<file path="src/design/cfcpp_pkg.sv">
// ----------------------------------------------------------------------------
// cfcpp_pkg
// Shared types, record codes and tag layout for the class file pool parser.
// ----------------------------------------------------------------------------
package cfcpp_pkg;

	localparam int INDEX_BITS = 16;
	localparam int QUEUE_DEPTH = 2;

	localparam logic [3:0] KIND_MAGIC = 4'd0;
	localparam logic [3:0] KIND_MINOR = 4'd1;
	localparam logic [3:0] KIND_MAJOR = 4'd2;
	localparam logic [3:0] KIND_COUNT = 4'd3;
	localparam logic [3:0] KIND_ENTRY = 4'd4;
	localparam logic [3:0] KIND_FLAGS = 4'd5;
	localparam logic [3:0] KIND_THIS = 4'd6;
	localparam logic [3:0] KIND_SUPER = 4'd7;
	localparam logic [3:0] KIND_BAD_TAG = 4'd8;
	localparam logic [3:0] KIND_UTF8 = 4'd9;

	localparam logic [7:0] TAG_UTF8 = 8'd1;
	localparam logic [7:0] TAG_INTEGER = 8'd3;
	localparam logic [7:0] TAG_FLOAT = 8'd4;
	localparam logic [7:0] TAG_LONG = 8'd5;
	localparam logic [7:0] TAG_DOUBLE = 8'd6;
	localparam logic [7:0] TAG_CLASS = 8'd7;
	localparam logic [7:0] TAG_STRING = 8'd8;
	localparam logic [7:0] TAG_FIELDREF = 8'd9;
	localparam logic [7:0] TAG_METHODREF = 8'd10;
	localparam logic [7:0] TAG_IMETHODREF = 8'd11;
	localparam logic [7:0] TAG_NAME_TYPE = 8'd12;
	localparam logic [7:0] TAG_METHOD_HANDLE = 8'd15;
	localparam logic [7:0] TAG_METHOD_TYPE = 8'd16;
	localparam logic [7:0] TAG_INVOKE_DYN = 8'd18;

	typedef enum logic [12:0] {
		PH_MAGIC   = 13'b0000000000001,
		PH_MINOR   = 13'b0000000000010,
		PH_MAJOR   = 13'b0000000000100,
		PH_COUNT   = 13'b0000000001000,
		PH_TAG     = 13'b0000000010000,
		PH_FIELDS  = 13'b0000000100000,
		PH_ULEN    = 13'b0000001000000,
		PH_UBYTES  = 13'b0000010000000,
		PH_FLAGS   = 13'b0000100000000,
		PH_THIS    = 13'b0001000000000,
		PH_SUPER   = 13'b0010000000000,
		PH_DONE    = 13'b0100000000000,
		PH_STOPPED = 13'b1000000000000
	} phase_t;

	typedef struct packed {
		logic [3:0]            kind;
		logic [INDEX_BITS-1:0] idx;
		logic [7:0]            tag;
		logic [31:0]           val_a;
		logic [31:0]           val_b;
		logic                  last;
	} rec_t;

	typedef struct packed {
		logic       known;
		logic [3:0] total;
		logic [2:0] second;
	} layout_t;

	function automatic layout_t tag_layout(input logic [7:0] tag);
		layout_t l;
		l = '0;
		case (tag)
			TAG_INTEGER, TAG_FLOAT: l = '{known: 1'b1, total: 4'd4, second: 3'd0};
			TAG_LONG, TAG_DOUBLE: l = '{known: 1'b1, total: 4'd8, second: 3'd4};
			TAG_CLASS, TAG_STRING, TAG_METHOD_TYPE:
				l = '{known: 1'b1, total: 4'd2, second: 3'd0};
			TAG_FIELDREF, TAG_METHODREF, TAG_IMETHODREF, TAG_NAME_TYPE, TAG_INVOKE_DYN:
				l = '{known: 1'b1, total: 4'd4, second: 3'd2};
			TAG_METHOD_HANDLE: l = '{known: 1'b1, total: 4'd3, second: 3'd2};
			default: l = '0;
		endcase
		return l;
	endfunction

endpackage

</file>
<file path="src/design/cfcpp_front.sv">
// ----------------------------------------------------------------------------
// cfcpp_front
// Byte parser: gathers big-endian fields and emits one record per finished field.
// ----------------------------------------------------------------------------
module cfcpp_front (
	input  logic                clk,
	input  logic                arst_n,
	input  logic                in_valid,
	input  logic                q_full,
	input  logic [7:0]          data_byte,
	input  logic                restart,
	output logic                push,
	output cfcpp_pkg::rec_t     rec
);
	import cfcpp_pkg::*;

	localparam logic [INDEX_BITS-1:0] SlotOne = INDEX_BITS'(1);
	localparam logic [INDEX_BITS-1:0] IndexMax = {INDEX_BITS{1'b1}};

	phase_t                phase_q, phase_n, ph;
	logic [2:0]            cnt_q, cnt_n, cnt;
	logic [63:0]           acc_q, acc_n, acc;
	logic [INDEX_BITS-1:0] total_q, total_n, total;
	logic [INDEX_BITS-1:0] slot_q, slot_n, slot;
	logic [7:0]            tag_q, tag_n, tag;
	logic [15:0]           left_q, left_n, left;

	logic                  accept;
	logic [63:0]           acc_shift;
	logic [3:0]            cnt_inc;
	logic [3:0]            need;
	logic                  field_done;
	logic [1:0]            step;
	logic                  do_step;
	logic [INDEX_BITS:0]   slot_sum;
	layout_t               lay_cur, lay_in;
	logic                  emit;

	assign accept = in_valid && !q_full;
	assign push = accept && emit;

	always_comb begin
		ph = restart ? PH_MAGIC : phase_q;
		cnt = restart ? 3'd0 : cnt_q;
		acc = restart ? 64'd0 : acc_q;
		total = restart ? '0 : total_q;
		slot = restart ? SlotOne : slot_q;
		tag = restart ? 8'd0 : tag_q;
		left = restart ? 16'd0 : left_q;

		acc_shift = {acc[55:0], data_byte};
		cnt_inc = {1'b0, cnt} + 4'd1;
		lay_cur = tag_layout(tag);
		lay_in = tag_layout(data_byte);

		phase_n = ph;
		cnt_n = cnt;
		acc_n = acc;
		total_n = total;
		slot_n = slot;
		tag_n = tag;
		left_n = left;
		emit = 1'b0;
		rec = '0;
		step = 2'd0;
		do_step = 1'b0;
		need = 4'd2;
		field_done = 1'b0;

		case (ph)
			PH_MAGIC, PH_MINOR, PH_MAJOR, PH_COUNT, PH_FLAGS, PH_THIS, PH_SUPER: begin
				need = (ph == PH_MAGIC) ? 4'd4 : 4'd2;
				field_done = cnt_inc >= need;
				if (field_done) begin
					cnt_n = 3'd0;
					acc_n = 64'd0;
					emit = 1'b1;
					rec.val_a = acc_shift[31:0];
					case (ph)
						PH_MAGIC: begin
							rec.kind = KIND_MAGIC;
							phase_n = PH_MINOR;
						end
						PH_MINOR: begin
							rec.kind = KIND_MINOR;
							phase_n = PH_MAJOR;
						end
						PH_MAJOR: begin
							rec.kind = KIND_MAJOR;
							phase_n = PH_COUNT;
						end
						PH_COUNT: begin
							rec.kind = KIND_COUNT;
							if (32'(acc_shift[15:0]) > 32'(IndexMax))
								total_n = IndexMax;
							else
								total_n = INDEX_BITS'(acc_shift[15:0]);
							slot_n = SlotOne;
							phase_n = (total_n <= SlotOne) ? PH_FLAGS : PH_TAG;
						end
						PH_FLAGS: begin
							rec.kind = KIND_FLAGS;
							phase_n = PH_THIS;
						end
						PH_THIS: begin
							rec.kind = KIND_THIS;
							phase_n = PH_SUPER;
						end
						default: begin
							rec.kind = KIND_SUPER;
							phase_n = PH_DONE;
						end
					endcase
				end else begin
					cnt_n = cnt_inc[2:0];
					acc_n = acc_shift;
				end
			end
			PH_TAG: begin
				tag_n = data_byte;
				cnt_n = 3'd0;
				acc_n = 64'd0;
				if (data_byte == TAG_UTF8) begin
					phase_n = PH_ULEN;
				end else if (lay_in.known) begin
					phase_n = PH_FIELDS;
				end else begin
					phase_n = PH_STOPPED;
					emit = 1'b1;
					rec.kind = KIND_BAD_TAG;
					rec.idx = slot;
					rec.tag = data_byte;
				end
			end
			PH_FIELDS: begin
				if (!lay_cur.known) begin
					phase_n = PH_STOPPED;
				end else if (cnt_inc >= lay_cur.total) begin
					cnt_n = 3'd0;
					acc_n = 64'd0;
					emit = 1'b1;
					rec.kind = KIND_ENTRY;
					rec.idx = slot;
					rec.tag = tag;
					case (lay_cur.second)
						3'd4: begin
							rec.val_a = acc_shift[63:32];
							rec.val_b = acc_shift[31:0];
						end
						3'd2: begin
							rec.val_a = {16'd0, acc_shift[31:16]};
							rec.val_b = {16'd0, acc_shift[15:0]};
						end
						default: rec.val_a = acc_shift[31:0];
					endcase
					do_step = 1'b1;
					step = (tag == TAG_LONG || tag == TAG_DOUBLE) ? 2'd2 : 2'd1;
				end else begin
					cnt_n = cnt_inc[2:0];
					acc_n = acc_shift;
				end
			end
			PH_ULEN: begin
				if (cnt_inc >= 4'd2) begin
					cnt_n = 3'd0;
					acc_n = 64'd0;
					left_n = acc_shift[15:0];
					emit = 1'b1;
					rec.kind = KIND_ENTRY;
					rec.idx = slot;
					rec.tag = tag;
					rec.val_a = {16'd0, acc_shift[15:0]};
					if (acc_shift[15:0] == 16'd0) begin
						do_step = 1'b1;
						step = 2'd1;
					end else begin
						phase_n = PH_UBYTES;
					end
				end else begin
					cnt_n = cnt_inc[2:0];
					acc_n = acc_shift;
				end
			end
			PH_UBYTES: begin
				emit = 1'b1;
				rec.kind = KIND_UTF8;
				rec.idx = slot;
				rec.tag = tag;
				rec.val_a = {24'd0, data_byte};
				rec.last = left <= 16'd1;
				if (rec.last) begin
					do_step = 1'b1;
					step = 2'd1;
				end else begin
					left_n = left - 16'd1;
				end
			end
			default: begin
				phase_n = ph;
			end
		endcase

		slot_sum = {1'b0, slot} + (INDEX_BITS+1)'(step);
		if (do_step) begin
			slot_n = slot_sum[INDEX_BITS-1:0];
			phase_n = (slot_sum >= {1'b0, total}) ? PH_FLAGS : PH_TAG;
		end
	end

	always_ff @(posedge clk or negedge arst_n) begin
		if (!arst_n) begin
			phase_q <= PH_MAGIC;
			cnt_q <= 3'd0;
			acc_q <= 64'd0;
			total_q <= '0;
			slot_q <= SlotOne;
			tag_q <= 8'd0;
			left_q <= 16'd0;
		end else if (accept) begin
			phase_q <= phase_n;
			cnt_q <= cnt_n;
			acc_q <= acc_n;
			total_q <= total_n;
			slot_q <= slot_n;
			tag_q <= tag_n;
			left_q <= left_n;
		end
	end

	a_quiet_when_finished: assert property (@(posedge clk) disable iff (!arst_n)
		(accept && !restart && (phase_q == PH_DONE || phase_q == PH_STOPPED)) |-> !push)
		else $error("record pushed after parse finished");

	a_stopped_holds: assert property (@(posedge clk) disable iff (!arst_n)
		(accept && !restart && phase_q == PH_STOPPED) |=> phase_q == PH_STOPPED)
		else $error("stopped parse resumed without restart");

	a_restart_magic: assert property (@(posedge clk) disable iff (!arst_n)
		(accept && restart) |=> (phase_q == PH_MAGIC || phase_q == PH_MINOR))
		else $error("restart did not return to header parse");

endmodule

</file>
<file path="src/design/cfcpp_queue.sv">
// ----------------------------------------------------------------------------
// cfcpp_queue
// Two-entry record queue between the byte parser and the output stage.
// ----------------------------------------------------------------------------
module cfcpp_queue (
	input  logic            clk,
	input  logic            arst_n,
	input  logic            push,
	input  cfcpp_pkg::rec_t push_rec,
	input  logic            pop,
	output logic            full,
	output logic            not_empty,
	output cfcpp_pkg::rec_t head
);
	import cfcpp_pkg::*;

	localparam int PtrBits = $clog2(QUEUE_DEPTH);
	localparam int CntBits = $clog2(QUEUE_DEPTH + 1);

	rec_t               mem_q [QUEUE_DEPTH];
	logic [PtrBits-1:0] wr_q;
	logic [PtrBits-1:0] rd_q;
	logic [CntBits-1:0] cnt_q;

	assign full = cnt_q == CntBits'(QUEUE_DEPTH);
	assign not_empty = cnt_q != '0;
	assign head = mem_q[rd_q];

	always_ff @(posedge clk) begin
		if (push)
			mem_q[wr_q] <= push_rec;
	end

	always_ff @(posedge clk or negedge arst_n) begin
		if (!arst_n) begin
			wr_q <= '0;
			rd_q <= '0;
			cnt_q <= '0;
		end else begin
			if (push)
				wr_q <= (wr_q == PtrBits'(QUEUE_DEPTH - 1)) ? '0 : wr_q + PtrBits'(1);
			if (pop)
				rd_q <= (rd_q == PtrBits'(QUEUE_DEPTH - 1)) ? '0 : rd_q + PtrBits'(1);
			if (push && !pop)
				cnt_q <= cnt_q + CntBits'(1);
			else if (pop && !push)
				cnt_q <= cnt_q - CntBits'(1);
		end
	end

	a_no_overflow: assert property (@(posedge clk) disable iff (!arst_n)
		full |-> !push)
		else $error("push into full queue");

	a_no_underflow: assert property (@(posedge clk) disable iff (!arst_n)
		pop |-> not_empty)
		else $error("pop from empty queue");

	a_count_bound: assert property (@(posedge clk) disable iff (!arst_n)
		cnt_q <= CntBits'(QUEUE_DEPTH))
		else $error("queue count out of range");

endmodule

</file>
<file path="src/design/cfcpp_back.sv">
// ----------------------------------------------------------------------------
// cfcpp_back
// Output stage: moves queued records into the result register.
// ----------------------------------------------------------------------------
module cfcpp_back (
	input  logic            clk,
	input  logic            arst_n,
	input  logic            q_not_empty,
	input  cfcpp_pkg::rec_t q_head,
	output logic            pop,
	input  logic            out_stall,
	output logic            out_valid,
	output cfcpp_pkg::rec_t out_rec
);
	import cfcpp_pkg::*;

	logic valid_q;
	rec_t rec_q;

	assign pop = q_not_empty && (!valid_q || !out_stall);
	assign out_valid = valid_q;
	assign out_rec = rec_q;

	always_ff @(posedge clk) begin
		if (pop)
			rec_q <= q_head;
	end

	always_ff @(posedge clk or negedge arst_n) begin
		if (!arst_n)
			valid_q <= 1'b0;
		else if (pop)
			valid_q <= 1'b1;
		else if (!out_stall)
			valid_q <= 1'b0;
	end

	a_fill_on_pop: assert property (@(posedge clk) disable iff (!arst_n)
		pop |=> valid_q)
		else $error("popped record not presented");

	a_drain_when_free: assert property (@(posedge clk) disable iff (!arst_n)
		(q_not_empty && !valid_q) |-> pop)
		else $error("idle output stage left queue waiting");

	a_hold_until_taken: assert property (@(posedge clk) disable iff (!arst_n)
		(valid_q && out_stall) |=> valid_q)
		else $error("stalled result dropped");

endmodule

</file>
<file path="src/design/class_file_constant_pool_parser_top.sv">
// ----------------------------------------------------------------------------
// class_file_constant_pool_parser_top
// Byte-serial class file header and constant pool parser.
//
//   channel  dir  handshake            word
//   input    in   in_valid/in_stall    data_byte, restart
//   output   out  out_valid/out_stall  rec_kind, pool_index, entry_tag,
//                                      value_a, value_b, run_last
//
// One byte is taken per cycle unless the queue is full; each record is written
// into the queue, then into the result register. The byte parser updates its field state for each byte.
// A two-entry queue and the result register absorb output stalls; input
// stalls only when the queue is full.
// Reset clears parse state, queue and result valid; no clearing pass.
// ----------------------------------------------------------------------------
module class_file_constant_pool_parser_top (
	input  logic                              clk,
	input  logic                              arst_n,
	input  logic                              in_valid,
	output logic                              in_stall,
	input  logic [7:0]                        data_byte,
	input  logic                              restart,
	output logic                              out_valid,
	input  logic                              out_stall,
	output logic [3:0]                        rec_kind,
	output logic [cfcpp_pkg::INDEX_BITS-1:0]  pool_index,
	output logic [7:0]                        entry_tag,
	output logic [31:0]                       value_a,
	output logic [31:0]                       value_b,
	output logic                              run_last
);
	import cfcpp_pkg::*;

	logic push;
	logic pop;
	logic q_full;
	logic q_not_empty;
	rec_t front_rec;
	rec_t q_head;
	rec_t out_rec;

	assign in_stall = q_full;

	cfcpp_front u_front (
		.clk       (clk),
		.arst_n    (arst_n),
		.in_valid  (in_valid),
		.q_full    (q_full),
		.data_byte (data_byte),
		.restart   (restart),
		.push      (push),
		.rec       (front_rec)
	);

	cfcpp_queue u_queue (
		.clk       (clk),
		.arst_n    (arst_n),
		.push      (push),
		.push_rec  (front_rec),
		.pop       (pop),
		.full      (q_full),
		.not_empty (q_not_empty),
		.head      (q_head)
	);

	cfcpp_back u_back (
		.clk         (clk),
		.arst_n      (arst_n),
		.q_not_empty (q_not_empty),
		.q_head      (q_head),
		.pop         (pop),
		.out_stall   (out_stall),
		.out_valid   (out_valid),
		.out_rec     (out_rec)
	);

	assign rec_kind = out_rec.kind;
	assign pool_index = out_rec.idx;
	assign entry_tag = out_rec.tag;
	assign value_a = out_rec.val_a;
	assign value_b = out_rec.val_b;
	assign run_last = out_rec.last;

endmodule

</file>
<file path="config.mk">
export PLATFORM = sky130hd
export DESIGN_NAME = class_file_constant_pool_parser_top
export DESIGN_NICKNAME = d
export VERILOG_FILES = /design/src/design/cfcpp_pkg.sv /design/src/design/cfcpp_front.sv /design/src/design/cfcpp_queue.sv /design/src/design/cfcpp_back.sv /design/src/design/class_file_constant_pool_parser_top.sv
export SDC_FILE = /design/constraint.sdc
export NUM_CORES = 1
export LEC_CHECK = 0
export BUFFER_PORTS_ARGS = -buffer_cell sky130_fd_sc_hd__buf_2
export CORE_MARGIN = 10
export CORE_UTILIZATION = 40
export DETAILED_ROUTE_END_ITERATION = 10
export PLACE_DENSITY = 0.55
export SETUP_SLACK_MARGIN = 0.05
export SYNTH_ARGS = -nofsm -noshare
export SYNTH_HDL_FRONTEND = slang
export SYNTH_HIERARCHICAL = 1
export SYNTH_SLANG_ARGS = --single-unit
</file>
<file path="constraint.sdc">
create_clock -name clk -period 7.7 [get_ports clk]
set_input_delay 1.155 -clock clk [delete_from_list [all_inputs] [get_ports clk]]
set_output_delay 1.155 -clock clk [all_outputs]
set_load 0.01 [all_outputs]
</file>
==> results.md, run 1 <==
* Die X at 234 µm
* Initial DRC Count at 1,171
* Post-CTS Setup Bufs at 0
* RSZ-0062 raised after global routing: false
* PostCTS Resize Cnt at 0
* Most common cell after layout, fill and taps aside: edfxtp_1
* Die Footprint at 54,900 µm²
* Via Count at 11.9k
* Internal power at 4.81 mW
* Placer Congestion at 0.889
* Ratio of cells with drive above 1 in the final layout at 20.8%
* First-pass GRT wire length at 72,000 µm
* DRT Pass-1 Iters at 6
* Port bufs at 107
* Slew headroom at 26.3%
* Final setup violating endpoints at 0
* CORE AREA at 45,400 µm²
* CTS Hold Buffers Added at 0
* Clock Latency Late Sink at 0.58 ns
* Std-Cell Rows at 78
* Synth warn at 6
* Number of hold violations in the final report at 0
* Post-synth EDFFs at 279
* Setup ws final at 0.927 ns
* Fin crit share at 88.0%
* Post-synthesis average cell area at 13.1 µm²
* Leak at 8.09 nW
* Worst EP arrival at 7.23 ns
* Clock Sinks at 412
* GRT Total Usage at 16.9%
* Clock-pin slew on the worst setup and hold paths at 0.06 ns
* DRC Markers at 0
* Vias in the first global route at 12.0k
* Switching pwr at 2.12 mW
* Initial core utilization at 40.5%
* Antenna-violating nets left at 0
* Seq/Total Area, Yosys at 63.7%
* Routed len/inst at 21.9 µm
* Remaining Overflow, GRT at 0
* Critical Path RT at 8.16 ns
* Yosys reg bits at 412
* Post-Synthesis Cells at 1,401
* Largest net degree at the start of global routing at 73
* Status: complete, no violations
* Post-synth top flop: edfxtp_1
* Clock power share at 31.1%
* Final Slew Violations at 0
* Min Tclk post-route at 6.77 ns
* H-tree Lvls at 2
* CTS tree: done
* Crit. End Element: flop
* Flop pwr share at 45.7%
* Max Fclk at 148 MHz
* Setup tns final at 0 ns
* Area Growth Syn to Fin at 14.1%
* Max FO, Critical Path at 5
* DP Worst Slack at 0.335 ns
* Clock Path Buffers at 3
* Worst-Margin Slew at 1.10 ns
* Max-Cap Viols at 0
* Io pins at 108
* Power share of the combinational group at 23.3%
* Worst hold path type: flop to flop
* Post-DP HPWL at 30,600 µm
* Post-synth cell types at 80
* Vias per Instance at 5.59
* Setup Skew at 0.0256 ns
* CTS root buffer: clkbuf_16
* Die Span Y at 234 µm
* Final WL at 46,700 µm
* CP startpoint kind: input pin
* Peak VDD IR at 0.183 mV
* Nets at 1,547
* Sw Ratio at 30.6%
* Total CTS buffers at 44
* # diodes at 0
* Initial antenna violation count at 0
* PD cells at 330 nW/µm²
* Filler instances at 4,058
* Synth async-reset ratio at 32.3%
* Syn nets at 1,449
* Commonest non-fill, non-tap cells in the layout: 279 x edfxtp_1, 130 x dfrtp_1, 108 x nand2_1
* Synthesized area at 18,400 µm²
* Critical path type: input pin to flop
[power groups by stage]
stage | sequential [mW] | clock [mW] | combinational [mW]
floorplan | 3.25 | 0 | 0.993
global placement | 3.21 | 0 | 1.64
detailed placement | 3.21 | 0 | 1.64
CTS | 3.17 | 2.21 | 1.65
global route | 3.21 | 2.30 | 1.76
finish | 3.16 | 2.15 | 1.61
[area by class of cell]
| type | instances | area, µm² | area share [%] |
|---|---|---|---|
| clock inverter | 29 | 302 | 1.44 |
| timing repair buffer | 132 | 738 | 3.52 |
| multi-input combinational | 879 | 6190 | 29.5 |
| clock buffer | 51 | 1170 | 5.57 |
| tap | 600 | 751 | 3.58 |
| sequential | 412 | 11700 | 55.8 |
| inverter | 30 | 113 | 0.537 |
[routing by layer]
metal  track usage (%)  vias up  share of wire [%]
li1                  -     5513                  -
met1              22.0     5939                 42
met2              28.1      394                 49
met3              3.00       85                6.3
met4              5.31        0                2.6
met5                 0        -                  0
[cells in the mapped netlist (4+ instances only)]
cell type / number / area share (%)
edfxtp_1: 279 / 46
dfrtp_1: 131 / 18
nand2_1: 108 / 2.2
a22o_1: 100 / 4.8
mux2_2: 94 / 5.8
nor2_1: 94 / 1.9
o21ai_0: 61 / 1.7
clkbuf_1: 45 / 0.92
a21oi_1: 43 / 1.2
nor2b_1: 37 / 1.3
ha_1: 34 / 2.3
inv_1: 30 / 0.61
a22oi_1: 28 / 1.1
nand3_1: 28 / 0.76
and2_1: 24 / 0.82
buf_2: 16 / 0.44
nor3_1: 15 / 0.41
nor4_1: 15 / 0.51
xnor2_1: 14 / 0.67
o211ai_1: 13 / 0.53
o22ai_1: 12 / 0.41
o21ai_1: 11 / 0.30
a21o_1: 10 / 0.41
xor2_1: 9 / 0.43
a31oi_1: 8 / 0.27
and3_1: 8 / 0.27
buf_6: 8 / 0.49
nand4_1: 8 / 0.27
or3_1: 7 / 0.24
a222oi_1: 6 / 0.33
buf_1: 6 / 0.12
mux2i_1: 6 / 0.33
nand2b_1: 6 / 0.20
buf_4: 5 / 0.20
a211oi_1: 4 / 0.16
a32o_1: 4 / 0.22
nand3b_1: 4 / 0.16
nand4b_1: 4 / 0.19
o31ai_1: 4 / 0.16
[critical path: stages]
cell,delay [ns]
buf_2,0.12
nor4_1,0.51
nand2_1,0.13
or4_1,0.58
ha_1,0.33
nor2_1,0.06
a211oi_1,0.29
nand2_1,0.15
o21ai_0,0.30
ha_1,0.23
inv_1,0.06
fa_1,0.48
nand4b_1,0.30
nor2_1,0.26
inv_1,0.11
nor3_1,0.23
xnor2_1,0.15
nor2_1,0.08
ha_1,0.34
a21oi_1,0.20
o21ai_0,0.12
a2111oi_0,0.39
a21oi_1,0.12
o21ai_0,0.24
o21ai_0,0.11
a22o_1,0.19
[kinds of logic after synthesis]
family	count (synthesis)	share of synthesized area (%)
AO/OA/AOI/OAI	339	13.5
XOR/XNOR	23	1.10
adder cells (fa/ha/maj)	35	2.42
buffers and inverters	110	2.78
flip-flops	412	63.7
multiplexers	100	6.08
AND/OR/NAND/NOR	382	10.4
[worst paths after layout]
| kind | start | endpoint | slack (ns) | cells after the start |
|---|---|---|---|---|
| setup / recovery | restart | u_front/phase_q[8]$_DFFE_PN0P_ | 0.93 | 26 |
| max in group asynchronous | arst_n | u_queue/rd_q$_DFFE_PN0P_ | 5.38 | 2 |
| min in group asynchronous | arst_n | u_front/slot_q[7]$_DFFE_PN0P_ | 0.69 | 1 |
| hold reg to reg | u_queue/cnt_q[1]$_DFFE_PN0P_ | u_queue/cnt_q[1]$_DFFE_PN0P_ | 0.48 | 1 |
| hold / removal | u_queue/cnt_q[1]$_DFFE_PN0P_ | u_queue/cnt_q[1]$_DFFE_PN0P_ | 0.48 | 1 |
| setup reg to reg | u_front/tag_q[5]$_DFFE_PN0P_ | u_front/phase_q[8]$_DFFE_PN0P_ | 1.21 | 25 |
[stage by stage]
stage / instance area, µm² / total power, mW / utilization [%] / cells / hold slack [ns]
after floorplan: 18400 / 4.24 / - / 1401 / 0.447
after global placement: 19500 / 4.85 / 43.0 / 2053 / 0.467
after detailed placement: 19500 / 4.86 / 43.0 / 2053 / 0.471
after CTS: 21000 / 7.03 / 46.2 / 2133 / 0.483
after global routing: 21000 / 7.28 / 46.2 / 2133 / 0.515
final: 21000 / 6.93 / 46.2 / 2133 / 0.481
[flip-flops by register name, indices dropped and copies added, names as in the netlist]
name	flops
u_queue/mem_q	186
u_back/out_rec	93
u_front/acc_q	56
u_front/left_q	16
u_front/slot_q	16
u_front/total_q	16
u_front/phase_q	13
u_front/tag_q	8
u_front/cnt_q	3
u_queue/cnt_q	2
u_back/out_valid	1
u_queue/rd_q	1
u_queue/wr_q	1
(Power assumes the default switching activity.)
==> inputs of run 2 (changes only) <==
--- a/config.mk
+++ b/config.mk
@@ -9,7 +9,7 @@
 export CORE_MARGIN = 10
 export CORE_UTILIZATION = 40
 export DETAILED_ROUTE_END_ITERATION = 10
-export PLACE_DENSITY = 0.55
+export PLACE_DENSITY = 0.63
 export SETUP_SLACK_MARGIN = 0.05
 export SYNTH_ARGS = -nofsm -noshare
 export SYNTH_HDL_FRONTEND = slang
==> run 2 against run 1 <==
Effect of this change:
- non-clock buffer count unchanged
- clock skew down 0.013 ns
- routed wire length down 2.2%
- critical path depth unchanged
- utilization up 0.061 points
- largest power group unchanged
- highest routed layer unchanged
==> results.md, run 2 (synthesis results as in run 1) <==
* Commonest non-fill, non-tap cells in the layout: 279 x edfxtp_1, 130 x dfrtp_1, 108 x nand2_1
* Slew headroom at 22.8%
* Fin crit share at 88.8%
* Max FO, Critical Path at 5
* Max reg flops at 186
* Max Fclk at 146 MHz
* CTS Hold Buffers Added at 0
* RSZ-0062 raised after global routing: false
* Vias per Instance at 5.62
* Clock Path Buffers at 3
* Initial core utilization at 40.5%
* # diodes at 0
* Clock-pin slew on the worst setup and hold paths at 0.06 ns
* Reg2reg setup slack at 1.17 ns
* Die X at 234 µm
* Final setup violating endpoints at 0
* Crit. End Element: flop
* Final WL at 45,700 µm
* Core Util, Final at 46.3%
* Worst-Margin Slew at 1.15 ns
* Critical path type: input pin to flop
* Placer Congestion at 0.900
* Initial antenna violation count at 0
* DRC Markers at 0
* Worst EP arrival at 7.29 ns
* Peak VDD IR at 0.197 mV
* Std-Cell Rows at 78
* Setup tns final at 0 ns
* Worst flop-to-flop path endpoint: u_front/phase_q[8]$_DFFE_PN0P_
* Setup crit start: restart
* Initial DRC Count at 1,026
* CP startpoint kind: input pin
* Cells after DPL at 2,053
* Status: complete, no violations
* PD cells at 331 nW/µm²
* Area Growth Syn to Fin at 14.3%
* Worst flop-to-flop path startpoint: u_front/tag_q[5]$_DFFE_PN0P_
* CORE AREA at 45,400 µm²
* Antenna-violating nets left at 0
* CP endpoint: u_front/phase_q[8]$_DFFE_PN0P_
* Cell mode on critical path: o21ai_0
* Die Span Y at 234 µm
* Remaining Overflow, GRT at 0
* H-tree Lvls at 2
* Vias in the first global route at 12.1k
* Post-DP HPWL at 30,300 µm
* CTS root buffer: clkbuf_16
* Filler instances at 4,065
* Via Count at 12.0k
* GRT Total Usage at 16.5%
* Number of hold violations in the final report at 0
* PostCTS Resize Cnt at 0
* Io pins at 108
* Setup Skew at 0.0126 ns
* Die Footprint at 54,900 µm²
* Clock Latency Late Sink at 0.57 ns
* Largest net degree at the start of global routing at 69
* CTS tree: done
* Port bufs at 107
* Slowest cell delay on critical path at 0.58 ns
* Leak at 8.09 nW
* Clock Sinks at 412
* Routed len/inst at 21.4 µm
* DRT Pass-1 Iters at 6
* Critical-path top delay cell: or4_1
* Critical Path RT at 8.15 ns
* Post-CTS Setup Bufs at 0
* Layout Cells excl Fill at 2,135
* Worst hold path type: input pin to async pin
* First-pass GRT wire length at 70,900 µm
* Ratio of cells with drive above 1 in the final layout at 20.5%
* Most common cell after layout, fill and taps aside: edfxtp_1
* Final Slew Violations at 0
* Total CTS buffers at 44
* Largest Register: u_queue/mem_q
* Max-Cap Viols at 0
* Nets at 1,547
* Min Tclk post-route at 6.83 ns
* R2R depth at 25
run 2: cell types whose count changed in the layout (fill, tap and decap cells not counted), sizes merged:
| cell | before | now |
|---|---|---|
| clkinvlp | 3 | 2 |
| clkbuf | 51 | 59 |
| inv | 32 | 31 |
| clkinv | 18 | 14 |
run 2: report_power, final:
part	switching, mW	internal [mW]
Combinational	1.00	0.608
Sequential	0.254	2.92
Clock	0.855	1.32
Total	2.11	4.84
run 2: routing by layer:
metal  up-vias  wire length [µm]  global-route usage, %
li1       5513                 -                      -
met1      6011             19200                   21.3
met2       381             22400                   27.4
met3        94              2600                   2.44
met4         0              1510                   6.65
met5         -                 0                      0
run 2: final cells by class:
| class | count | area [µm²] | share of cell area, % |
|---|---|---|---|
| clock buffers | 59 | 1220 | 5.81 |
| clock inverters | 23 | 278 | 1.32 |
| inverters | 30 | 113 | 0.536 |
| multi-input cells | 879 | 6190 | 29.5 |
| flip-flops and latches | 412 | 11700 | 55.8 |
| well taps | 600 | 751 | 3.57 |
| repair buffers | 132 | 738 | 3.51 |
run 2: worst min-delay path by stage:
| stage | cells after the start | slack [ns] | to |
|---|---|---|---|
| 4_1_cts | 1 | 0.48 | u_queue/cnt_q[0]$_DFFE_PN0P_ |
| 5_1_grt | 1 | 0.50 | u_queue/cnt_q[0]$_DFFE_PN0P_ |
| 2_1_floorplan | 1 | 0.45 | u_queue/cnt_q[1]$_DFFE_PN0P_ |
| 6_report | 1 | 0.49 | u_queue/cnt_q[0]$_DFFE_PN0P_ |
| 3_3_place_gp | 1 | 0.47 | u_queue/cnt_q[1]$_DFFE_PN0P_ |
| 3_5_place_dp | 1 | 0.48 | u_queue/cnt_q[1]$_DFFE_PN0P_ |
run 2: per-stage QoR:
stage          power [mW]  instance area (µm²)  setup WS (ns)  hold slack, ns
3_3_place_gp         4.83                19500          0.483           0.466
3_5_place_dp         4.84                19500          0.242           0.479
2_1_floorplan        4.24                18400          0.509           0.447
6_report             6.95                21000          0.866           0.485
4_1_cts              7.03                21000          0.852           0.482
5_1_grt              7.29                21000          0.261           0.502
run 2: critical path, delay by kind of cell:
family,cells,cell delay [ns]
xor gates and xnor gates,1,0.14
and+or+nand+nor,9,2.27
adders and majority gates,4,1.36
buffers and inverters,3,0.29
AOI/OAI and AO/OA,9,2.06
==> inputs of run 3 (changes only) <==
--- a/config.mk
+++ b/config.mk
@@ -5,8 +5,7 @@
 export SDC_FILE = /design/constraint.sdc
 export NUM_CORES = 1
 export LEC_CHECK = 0
-export BUFFER_PORTS_ARGS = -buffer_cell sky130_fd_sc_hd__buf_2
-export CORE_MARGIN = 10
+export BUFFER_PORTS_ARGS = -buffer_cell sky130_fd_sc_hd__buf_4
 export CORE_UTILIZATION = 40
 export DETAILED_ROUTE_END_ITERATION = 10
 export PLACE_DENSITY = 0.63
==> run 3 against run 2 <==
Effect of this change:
- routed wire length up 1.3%
- critical path depth stayed put
- flip-flop and latch count unchanged
- first-iteration DRC count up 12%
- design area is 0.52% higher
- total power decreased by 1.0%
- cell count fell by 0.14%
- largest cell class unchanged
==> results.md, run 3 (synthesis results as in run 1) <==
* Status: complete, no violations
* DP Worst Slack at 0.163 ns
* Slew headroom at 17.9%
* Most common cell after layout, fill and taps aside: edfxtp_1
* Worst hold path type: flop to flop
* Remaining Overflow, GRT at 0
* Max Fclk at 143 MHz
* Ratio of cells with drive above 1 in the final layout at 20.6%
* Cells after DPL at 2,052
* Fin crit share at 90.8%
* Setup ws final at 0.707 ns
* Metal2 WL at 21,800 µm
* Critical-path top delay cell: or4_1
* Final Slew Violations at 0
* Post-DP HPWL at 29,900 µm
* Clock Path Buffers at 3
* CORE AREA at 45,400 µm²
* Routed len/inst at 21.7 µm
* Max reg flops at 186
* First-pass GRT wire length at 71,200 µm
* Number of hold violations in the final report at 0
* PostCTS Resize Cnt at 0
* Max-Cap Viols at 0
* Commonest non-fill, non-tap cells in the layout: 279 x edfxtp_1, 130 x buf_4, 130 x dfrtp_1
* Peak VDD IR at 0.186 mV
* GRT Total Usage at 19.8%
* Reg2reg setup slack at 1.05 ns
* Critical path type: input pin to flop
* Final WL at 46,300 µm
* Port bufs at 107
* Vias per Instance at 5.67
* Leak at 8.13 nW
* CTS root buffer: clkbuf_16
* Final setup violating endpoints at 0
* Setup tns final at 0 ns
* Largest Register: u_queue/mem_q
* Initial core utilization at 40.5%
* CTS tree: done
* Met1 WL at 19,800 µm
* Critical Path RT at 8.16 ns
* Placer Congestion at 0.891
* PD cells at 326 nW/µm²
* Vias in the first global route at 12.0k
* Antenna-violating nets left at 0
* Hold WS at 0.492 ns
* Die X at 216 µm
* Std-Cell Rows at 78
* Cell mode on critical path: o21ai_0
* Filler instances at 4,020
* WL met3 at 2640 µm
* Initial antenna violation count at 0
* Via Count at 12.1k
* Nets at 1,545
* DRT Pass-1 Iters at 6
* Slowest cell delay on critical path at 0.61 ns
* CTS Hold Buffers Added at 0
* Post-CTS Setup Bufs at 0
* Clock-pin slew on the worst setup and hold paths at 0.07 ns
* Min Tclk post-route at 6.99 ns
* Die Span Y at 216 µm
* Area Growth Syn to Fin at 14.8%
* RSZ-0062 raised after global routing: false
* Clock Latency Late Sink at 0.56 ns
* Total CTS buffers at 43
* DRC Markers at 0
* Worst-Margin Slew at 1.23 ns
* Initial DRC Count at 1,144
* Max FO, Critical Path at 7
* Largest net degree at the start of global routing at 72
* Crit. End Element: flop
* H-tree Lvls at 2
* Layout Cells excl Fill at 2,132
* Worst EP arrival at 7.45 ns
* Die Footprint at 46,800 µm²
* Max Used Layer: met4
* Final Total Pwr at 6.88 mW
* CP startpoint kind: input pin
* Clock Sinks at 412
* # diodes at 0
* Setup Skew at 0.0187 ns
* Io pins at 108
-- run 3: cell count changes in the layout (fill, tap and decap cells not counted), sizes merged --
| cell | previous run | this run |
|---|---|---|
| inv | 31 | 30 |
| clkinvlp | 2 | 0 |
| bufinv | 6 | 1 |
| clkinv | 14 | 19 |
| buf | 132 | 131 |
| clkbuf | 59 | 60 |
-- run 3: path summary, 6_finish.rpt --
check                      cells past startpoint                        endpoint                          from
setup / recovery                              26  u_front/phase_q[8]$_DFFE_PN0P_                       restart
hold / removal                                 1    u_queue/cnt_q[1]$_DFFE_PN0P_  u_queue/cnt_q[1]$_DFFE_PN0P_
setup reg to reg                              25  u_front/phase_q[8]$_DFFE_PN0P_  u_front/tag_q[5]$_DFFE_PN0P_
hold reg to reg                                1    u_queue/cnt_q[1]$_DFFE_PN0P_  u_queue/cnt_q[1]$_DFFE_PN0P_
max in group asynchronous                      2        u_queue/rd_q$_DFFE_PN0P_                        arst_n
min in group asynchronous                      1   u_front/slot_q[3]$_DFFE_PN0P_                        arst_n
-- run 3: cell type report --
cell class	instances	area, µm²	area share [%]
Multi-Input combinational cell	879	6190	29.3
Tap cell	600	751	3.56
Sequential cell	412	11700	55.5
Clock inverter	20	169	0.800
Inverter	30	113	0.533
Timing Repair Buffer	131	996	4.72
Clock buffer	60	1180	5.59
-- run 3: power by group --
group          switching, mW  internal, mW
registers              0.261          2.92
clock network          0.871          1.12
logic                   1.01         0.709
total                   2.14          4.74
-- run 3: worst max-delay path, delay by kind of cell --
family / cells / cell delay (ns)
simple gates: 9 / 2.32
compound gates: 9 / 2.15
fa+ha+maj: 4 / 1.35
buf+inv: 3 / 0.32
xor+xnor: 1 / 0.14
-- run 3: routing by layer --
metal,vias to the layer above,global-route usage [%]
met1,6047,26.5
met4,0,8.87
met5,-,0
met2,418,31.4
li1,5510,-
met3,105,3.52
-- run 3: stage by stage --
stage	utilization, %	area [µm²]
after CTS	46.5	21100
after global routing	46.5	21100
after global placement	43.5	19800
after detailed placement	43.5	19800
final	46.5	21100
after floorplan	-	18400
